<file path="src/sv/dfq_pkg.sv">
// ----------------------------------------------------------------------------
// dfq_pkg
// Types and constants shared by the duplicate-rejecting queue and its cells.
// ----------------------------------------------------------------------------
package dfq_pkg;

	localparam int DEPTH = 16;
	localparam int VAL_W = 31;
	localparam int DATA_W = 32;
	localparam int STATUS_W = 3;

	localparam logic MODE_INSERT = 1'b0;
	localparam logic MODE_REMOVE = 1'b1;

	localparam logic [STATUS_W-1:0] ST_OK = 3'd0;
	localparam logic [STATUS_W-1:0] ST_NEG = 3'd1;
	localparam logic [STATUS_W-1:0] ST_DUP = 3'd2;
	localparam logic [STATUS_W-1:0] ST_FULL = 3'd3;
	localparam logic [STATUS_W-1:0] ST_EMPTY = 3'd4;

	localparam logic signed [DATA_W-1:0] FAIL_WORD = '1;

	typedef struct packed {
		logic mode;
		logic signed [DATA_W-1:0] value;
	} req_t;

	typedef struct packed {
		logic signed [DATA_W-1:0] result;
		logic [STATUS_W-1:0] status;
	} rsp_t;

	typedef struct packed {
		logic push;
		logic pop;
	} cell_ctrl_t;

endpackage

</file>
<file path="src/sv/dfq_cell.sv">
// ----------------------------------------------------------------------------
// dfq_cell
// One queue slot: holds an entry, shifts toward the head on a remove, loads
// the new entry when it is the first empty slot, and compares its entry.
// ----------------------------------------------------------------------------
module dfq_cell (
	input  logic                     clk,
	input  logic                     arst_n,
	input  dfq_pkg::cell_ctrl_t      ctrl,
	input  logic [dfq_pkg::VAL_W-1:0] key,
	input  logic                     prev_valid,
	input  logic                     next_valid,
	input  logic [dfq_pkg::VAL_W-1:0] next_value,
	output logic                     valid,
	output logic [dfq_pkg::VAL_W-1:0] value,
	output logic                     match
);
	import dfq_pkg::*;

	logic valid_q;
	logic [VAL_W-1:0] value_q;
	logic load;

	assign load = ctrl.push && !valid_q && prev_valid;

	always_ff @(posedge clk or negedge arst_n) begin
		if (!arst_n) begin
			valid_q <= 1'b0;
		end else if (ctrl.pop) begin
			valid_q <= next_valid;
		end else if (load) begin
			valid_q <= 1'b1;
		end
	end

	// Hold entry data without reset; occupancy lives in valid_q.
	always_ff @(posedge clk) begin
		if (ctrl.pop) begin
			value_q <= next_value;
		end else if (load) begin
			value_q <= key;
		end
	end

	assign valid = valid_q;
	assign value = value_q;
	assign match = valid_q && (value_q == key);

endmodule

</file>
<file path="src/sv/dedup_fifo_queue_core.sv">
// ----------------------------------------------------------------------------
// dedup_fifo_queue_core
// First-in first-out queue of non-negative values that refuses duplicates.
// ----------------------------------------------------------------------------
// channel | signals                  | item
// --------+--------------------------+-------------------------------
// request | req_valid, req_ready     | req  (mode, value)
// response| rsp_valid, rsp_ready     | rsp  (result, status)
//
// One item per cycle while responses are taken: each request is resolved in
// the cycle it is accepted and its response is registered; the next request
// can be taken in the cycle after. Every slot compares its entry in parallel,
// and a remove shifts the whole chain of slots one place toward the head. Reset
// empties the queue. A stalled response holds req_ready low until it is taken.
// ----------------------------------------------------------------------------
module dedup_fifo_queue_core (
	input  logic           clk,
	input  logic           arst_n,
	input  logic           req_valid,
	output logic           req_ready,
	input  dfq_pkg::req_t  req,
	output logic           rsp_valid,
	input  logic           rsp_ready,
	output dfq_pkg::rsp_t  rsp
);
	import dfq_pkg::*;

	logic [DEPTH-1:0] cell_valid;
	logic [DEPTH-1:0] cell_match;
	logic [VAL_W-1:0] cell_value [DEPTH];
	logic [VAL_W-1:0] key;
	cell_ctrl_t ctrl;
	logic accept;
	logic full;
	logic empty;
	logic dup;
	rsp_t rsp_d;
	rsp_t rsp_q;
	logic rsp_valid_q;

	assign req_ready = !rsp_valid_q || rsp_ready;
	assign accept = req_valid && req_ready;
	assign key = req.value[VAL_W-1:0];

	assign full = cell_valid[DEPTH-1];
	assign empty = !cell_valid[0];
	assign dup = |cell_match;

	always_comb begin
		ctrl = '0;
		rsp_d.result = FAIL_WORD;
		rsp_d.status = ST_OK;
		case (req.mode)
			MODE_INSERT: begin
				if (req.value[DATA_W-1]) begin
					rsp_d.status = ST_NEG;
				end else if (full) begin
					rsp_d.status = ST_FULL;
				end else if (dup) begin
					rsp_d.status = ST_DUP;
				end else begin
					ctrl.push = accept;
					rsp_d.result = req.value;
				end
			end
			MODE_REMOVE: begin
				if (empty) begin
					rsp_d.status = ST_EMPTY;
				end else begin
					ctrl.pop = accept;
					rsp_d.result = {1'b0, cell_value[0]};
				end
			end
			default: begin
				rsp_d.status = ST_OK;
			end
		endcase
	end

	for (genvar i = 0; i < DEPTH; i++) begin : g_cell
		logic prev_v;
		logic next_v;
		logic [VAL_W-1:0] next_d;

		if (i == 0) begin : g_head
			assign prev_v = 1'b1;
		end else begin : g_body
			assign prev_v = cell_valid[i-1];
		end

		if (i == DEPTH - 1) begin : g_tail
			assign next_v = 1'b0;
			assign next_d = '0;
		end else begin : g_link
			assign next_v = cell_valid[i+1];
			assign next_d = cell_value[i+1];
		end

		dfq_cell u_cell (
			.clk        (clk),
			.arst_n     (arst_n),
			.ctrl       (ctrl),
			.key        (key),
			.prev_valid (prev_v),
			.next_valid (next_v),
			.next_value (next_d),
			.valid      (cell_valid[i]),
			.value      (cell_value[i]),
			.match      (cell_match[i])
		);
	end

	always_ff @(posedge clk or negedge arst_n) begin
		if (!arst_n) begin
			rsp_valid_q <= 1'b0;
		end else if (accept) begin
			rsp_valid_q <= 1'b1;
		end else if (rsp_ready) begin
			rsp_valid_q <= 1'b0;
		end
	end

	always_ff @(posedge clk) begin
		if (accept) begin
			rsp_q <= rsp_d;
		end
	end

	assign rsp_valid = rsp_valid_q;
	assign rsp = rsp_q;

endmodule
</file>
<file path="config.mk">
export PLATFORM = sky130hd
export DESIGN_NAME = dedup_fifo_queue_core
export DESIGN_NICKNAME = d
export VERILOG_FILES = /design/src/sv/dfq_pkg.sv /design/src/sv/dfq_cell.sv /design/src/sv/dedup_fifo_queue_core.sv
export SDC_FILE = /design/constraint.sdc
export NUM_CORES = 1
export LEC_CHECK = 0
export ABC_CLOCK_PERIOD_IN_PS = 9900
export BUFFER_PORTS_ARGS = -buffer_cell sky130_fd_sc_hd__buf_2
export CAP_MARGIN = 20
export CORE_ASPECT_RATIO = 1.4
export CORE_MARGIN = 10
export CORE_UTILIZATION = 40
export DETAILED_ROUTE_END_ITERATION = 7
export HOLD_SLACK_MARGIN = 0.1
export PLACE_DENSITY = 0.56
export SLEW_MARGIN = 20
export SYNTH_ARGS = -nofsm -noshare
export SYNTH_HDL_FRONTEND = slang
export SYNTH_SLANG_ARGS = --single-unit
</file>
<file path="constraint.sdc">
create_clock -name clk -period 9.9 [get_ports clk]
set_clock_uncertainty 0.05 [all_clocks]
set_input_delay 1.98 -clock clk [delete_from_list [all_inputs] [get_ports clk]]
set_output_delay 1.98 -clock clk [all_outputs]
set_load 0.01 [all_outputs]
</file>
Word level (Yosys, flattened, before mapping)
Index checks and enable logic that the tools add are counted.
- register bits after elaboration: 548
- bits in latches: 0
- RAM bits: 0
- bits in read-only memories: 0
- bits of input ports: 37
- output and inout port bits: 37
- word-level logic and storage cells: 215
- memories kept: 0
- add/subtract/negate cells: 0
- $mul: 0
- divide/modulo/power cells: 0
- magnitude comparators: 0
- equality and inequality tests: 16
- shift-type cells: 0
- mux-type cells: 79
- bitwise operators: 1
- reduce and logical (&&, ||, !) cells: 84
- operators by type and width (operator ; count):
    31-bit two-way mux ; 30
    31-bit == test ; 16
    32-bit two-way mux ; 4
    35-bit one-hot mux with 2 select lines ; 1
    1-bit logical AND ; 48
    1-bit two-way mux ; 40
    2-bit nonzero test ; 17
    1-bit zero test ; 17
    16-bit OR reduction ; 1
    2-bit two-way mux ; 3
    3-bit two-way mux ; 1
    1-bit logical OR ; 1
    1-bit inverter ; 1

Depth between registers and ports, before layout
- depth after elaboration: 11
- mapped depth: 11
- depth with buffers taken out: 7

Hierarchy
Synthesis repeated with hierarchy kept, for this count alone.
- cells, all modules: 1972
- area, all modules: 28982.8 um2
- modules (own cells, without submodules) (module ; times used ; cells an instance ; area an instance (um2) ; sequential area each (um2)):
    dfq_cell ; 16 ; 113 ; 1704.1 ; 955.9
    dedup_fifo_queue_core ; 1 ; 164 ; 1716.6 ; 1076.0

Worst setup path before layout
No wires, ideal clock.
- path type: in2reg
- start: input rsp_ready
- end: register g_cell[14].u_cell.value_q[0], enable pin
- library setup time: 466 ps
- arrival: 6567 ps
- data required time: 9384 ps
- setup slack: 2817 ps
- stages on the path: 6
- buffers on the path: 1
- path through: nand2b_1 > and2_0 > nand2_1 > or3_1 > clkbuf_1 > o31ai_1
- longest elaborated chain between the ends: 9
- elaborated cells on any way between the ends: 11
- those cells by class: mux (6); reduce/logical (5)
- ends and longest elaborated chain (what ; line ; RTL):
    start: declaration ; dedup_fifo_queue_core.sv:23 ; input logic rsp_ready,
    1-bit logical OR (*) ; dedup_fifo_queue_core.sv:41 ; assign req_ready = !rsp_valid_q || rsp_ready;
    1-bit logical AND (*) ; dedup_fifo_queue_core.sv:42 ; assign accept = req_valid && req_ready;
    via accept ; dedup_fifo_queue_core.sv:33 ; logic accept;
    1-bit two-way mux ; dedup_fifo_queue_core.sv:59 ; end else if (dup) begin
    1-bit two-way mux ; dedup_fifo_queue_core.sv:57 ; end else if (full) begin
    1-bit two-way mux ; dedup_fifo_queue_core.sv:55 ; if (req.value[DATA_W-1]) begin
    1-bit two-way mux ; dedup_fifo_queue_core.sv:53 ; case (req.mode)
    1-bit logical AND (2 in a row) ; dfq_cell.sv:24 ; assign load = ctrl.push && !valid_q && prev_valid;
    2-bit nonzero test (no source line) (*) ; - ;
    end signal: assignment ; dfq_cell.sv:39 ; value_q <= next_value;
    end signal: assignment ; dfq_cell.sv:41 ; value_q <= key;
    end: declaration ; dfq_cell.sv:21 ; logic [VAL_W-1:0] value_q;
Mark *: on every way through the listed nets, which the timed path passes. The rest lies on a longest branch.
A chain may end at the register's enable or synchronous reset.

Final worst setup path
- start: input req[9] (netlist bit)
- end: register g_cell[7].u_cell.value_q[12], enable pin
- longest elaborated chain between the ends: 10
- elaborated cells on any way between the ends: 40
- those cells by class: eq/ne (16); mux (4); reduce/logical (20)
- ends and longest elaborated chain (what ; line ; RTL):
    start: declaration ; dedup_fifo_queue_core.sv:21 ; input dfq_pkg::req_t req,
    31-bit == test ; dfq_cell.sv:47 ; assign match = valid_q && (value_q == key);
    1-bit logical AND ; dfq_cell.sv:47 ;
    16-bit OR reduction (*) ; dedup_fifo_queue_core.sv:47 ; assign dup = |cell_match;
    1-bit two-way mux (*) ; dedup_fifo_queue_core.sv:59 ;
    1-bit two-way mux (*) ; dedup_fifo_queue_core.sv:57 ;
    1-bit two-way mux (*) ; dedup_fifo_queue_core.sv:55 ;
    1-bit two-way mux (*) ; dedup_fifo_queue_core.sv:53 ;
    1-bit logical AND (*) (2 in a row) ; dfq_cell.sv:24 ;
    2-bit nonzero test (no source line) (*) ; - ;
    end signal: assignment ; dfq_cell.sv:39 ;
    end signal: assignment ; dfq_cell.sv:41 ;
    end: declaration ; dfq_cell.sv:21 ;
Every way passes the cells marked *; elsewhere a longest branch is shown, timed or not.

==> out/metrics.yaml <==
run_status:
  outcome: "finished, final reports clean"
detailed_routing:
  first_pass_iters: 7
  drt_drc_violations_left: 0
  viasPerCell: 5.59
  vias: 16900
  highest_layer: "met5"
  ant_nets: 0
  dr.first_iter.drc_count: 1169
  wirelength_mm: 86.0
  wl_met2_mm: 46.0
  wl_met3_mm: 2.79
  m1WireLength_mm: 27.8
  avgRoutedWirePerCell_um: 28.5
critical_path:
  worstReg2RegStart: "g_cell[14].u_cell.value[9]"
  crit_fanout: 30
  crit_type: "input pin to flop"
  critical_path_arrival_ps: 6230
  crit_start: "req[9]"
  crit_required_ps: 10180
  worstSetupStartpointType: "input pin"
  end_kind: "flop"
die:
  ioPinCount: 74
  die_area_um2: 79600
  initial_core_util_pct: 40.4
  rows: 113
  die_x_um: 241
  core_region_area_um2: 67900
  die-height_um: 330
final_layout:
  mostFrequentLayoutCell: "edfxtp_1"
  drive_gt1_share_pct: 10.6
  area_growth_syn_to_layout_pct: 9.28
  final_core_util_pct: 44.2
  nNetsFinal: 2146
  mostFrequentLayoutCells: "edfxtp_1, a21o_1, xnor2_1"
timing:
  slew_headroom_pct: 21.3
  hold_viol_final: 0
  rsz0062_at_grt: "false"
  fin_crit_sh_pct: 60.1
  setup_viol: 0
  fin_tns_setup_ps: 0
  tightest_slew_ps: 1170
  fmax_mhz: 168
  fin_crit_ps: 5950
  slew_violations: 0
clock_tree:
  numCtsBuffers: 53
  clk_pin_slew_ps: 60
  cts_root_buf: "clkbuf_16"
  post_cts.repair.setup_buffers: 0
  clockBufferDepth: 3
  cts_max_level: 2
  cts.sinks: 548
  cts_tree: "yes"
  clk_latency_ps: 620
  cts_resized: 0
  cts_hold_buf: 0
place:
  post-dp-hpwl_mm: 64.4
  gp_congestion: 0.910
  numPortBuffers: 73
synth:
  synthArstFlopShare_pct: 3.10
  synth_cells: 2108
  ys_seq_area_share_pct: 58.6
  post_synth.cell_area_avg_um2: 13.0
  synth_warnings: 0
  synth_seq_cells: 548
  synth_enable_flop_cells: 500
  syn_area_um2: 27400
  synth.distinct_cells: 33
  ys.flop_type: "edfxtp_1"
  synth_fp_nets: 2145
grt:
  grt_pass1_vias: 18100
  grt_usage_pct: 21.7
  grt_pass1_wl_mm: 123
  grt_max_degree: 145
  grt-ovfl-total: 0
  antenna_found_initial: 2
pwr:
  p_leak_nw: 11.7
  vdd_drop_max_v: 0.000124
  p_per_area_nw_per_um2: 213
worst_hold_path:
  hp-class: "flop to flop"
  min_from: "g_cell[15].u_cell.value[3]"
job:
  maxCapViolCount: 0
[registers in the layout (all words and copies together), names as in the netlist]
register / count
g_cell.u_cell.value: 496
rsp: 35
rsp_valid: 1
g_cell.u_cell.valid: 16
[power by group]
group	switching (mW)	internal (mW)	total, mW
Sequential	0.229	2.92	3.15
Clock	0.904	1.09	2.00
Combinational	0.791	0.444	1.23
[logic make-up after synthesis]
group | share of synthesized area, %
simple gates | 5.89
flops | 58.6
mux | 1.20
xor+xnor | 14.9
buf+inv | 4.86
compound gates | 14.6
[final cells by class]
type	instances	area, um2
Clock inverter	24	168
Antenna cell	1	2.50
Multi-Input combinational cell	1348	10300
Tap cell	862	1080
Timing Repair Buffer	122	762
Clock buffer	74	1480
Inverter	36	135
Sequential cell	548	16100
Fill cell	6167	37900
[through the flow]
step	cells	worst slack, ps	area (um2)	power, mW	hold WS [ps]
after global placement	2914	3410	28300	4.40	396
after detailed placement	2916	3390	28300	4.43	406
after global routing	3015	3930	30000	6.61	438
final	3015	3950	30000	6.38	413
after floorplan	2108	2820	27400	3.93	389
after CTS	3014	4000	30000	6.42	416
[metal layers]
metal  up-vias  global-route usage (%)
met4         2                    20.8
met1      8521                    19.8
met3       223                    2.68
li1       7660                       -
met2       448                    40.4
met5         -                       0
[Yosys cell counts (12+ instances only)]
library cell | count | area, um2
inv_1 | 36 | 135
xnor2_1 | 465 | 4070
edfxtp_1 | 500 | 15000
buf_6 | 43 | 484
nor4_1 | 30 | 188
dfrtp_1 | 17 | 425
o31ai_1 | 15 | 113
nand4_1 | 121 | 757
mux2i_1 | 33 | 330
a21o_1 | 465 | 3490
buf_8 | 12 | 180
or3_1 | 32 | 200
o21ai_0 | 45 | 225
clkbuf_1 | 109 | 409
nor2_1 | 36 | 135
nand2_1 | 76 | 285
dfxtp_1 | 31 | 621
[final timing paths]
| check | endpoint | slack [ps] | depth (start not counted) |
|---|---|---|---|
| min in group asynchronous | g_cell[14].u_cell.valid | 1300 | 1 |
| setup reg to reg | g_cell[7].u_cell.value[12] | 5270 | 8 |
| hold / removal | g_cell[15].u_cell.value[3] | 410 | 2 |
| setup / recovery | g_cell[7].u_cell.value[12] | 3950 | 9 |
| max in group asynchronous | g_cell[0].u_cell.valid | 8110 | 1 |
| hold reg to reg | g_cell[15].u_cell.value[3] | 410 | 2 |
[worst max-delay path, cell delays in order]
cell	delay (ps)
buf_2	330
xnor2_1	710
nand4_1	390
nor4_1	860
a22oi_1	150
nand4_1	310
or3_2	870
o31ai_4	180
buf_4	320
No activity file was read; power rests on OpenSTA's default activity.
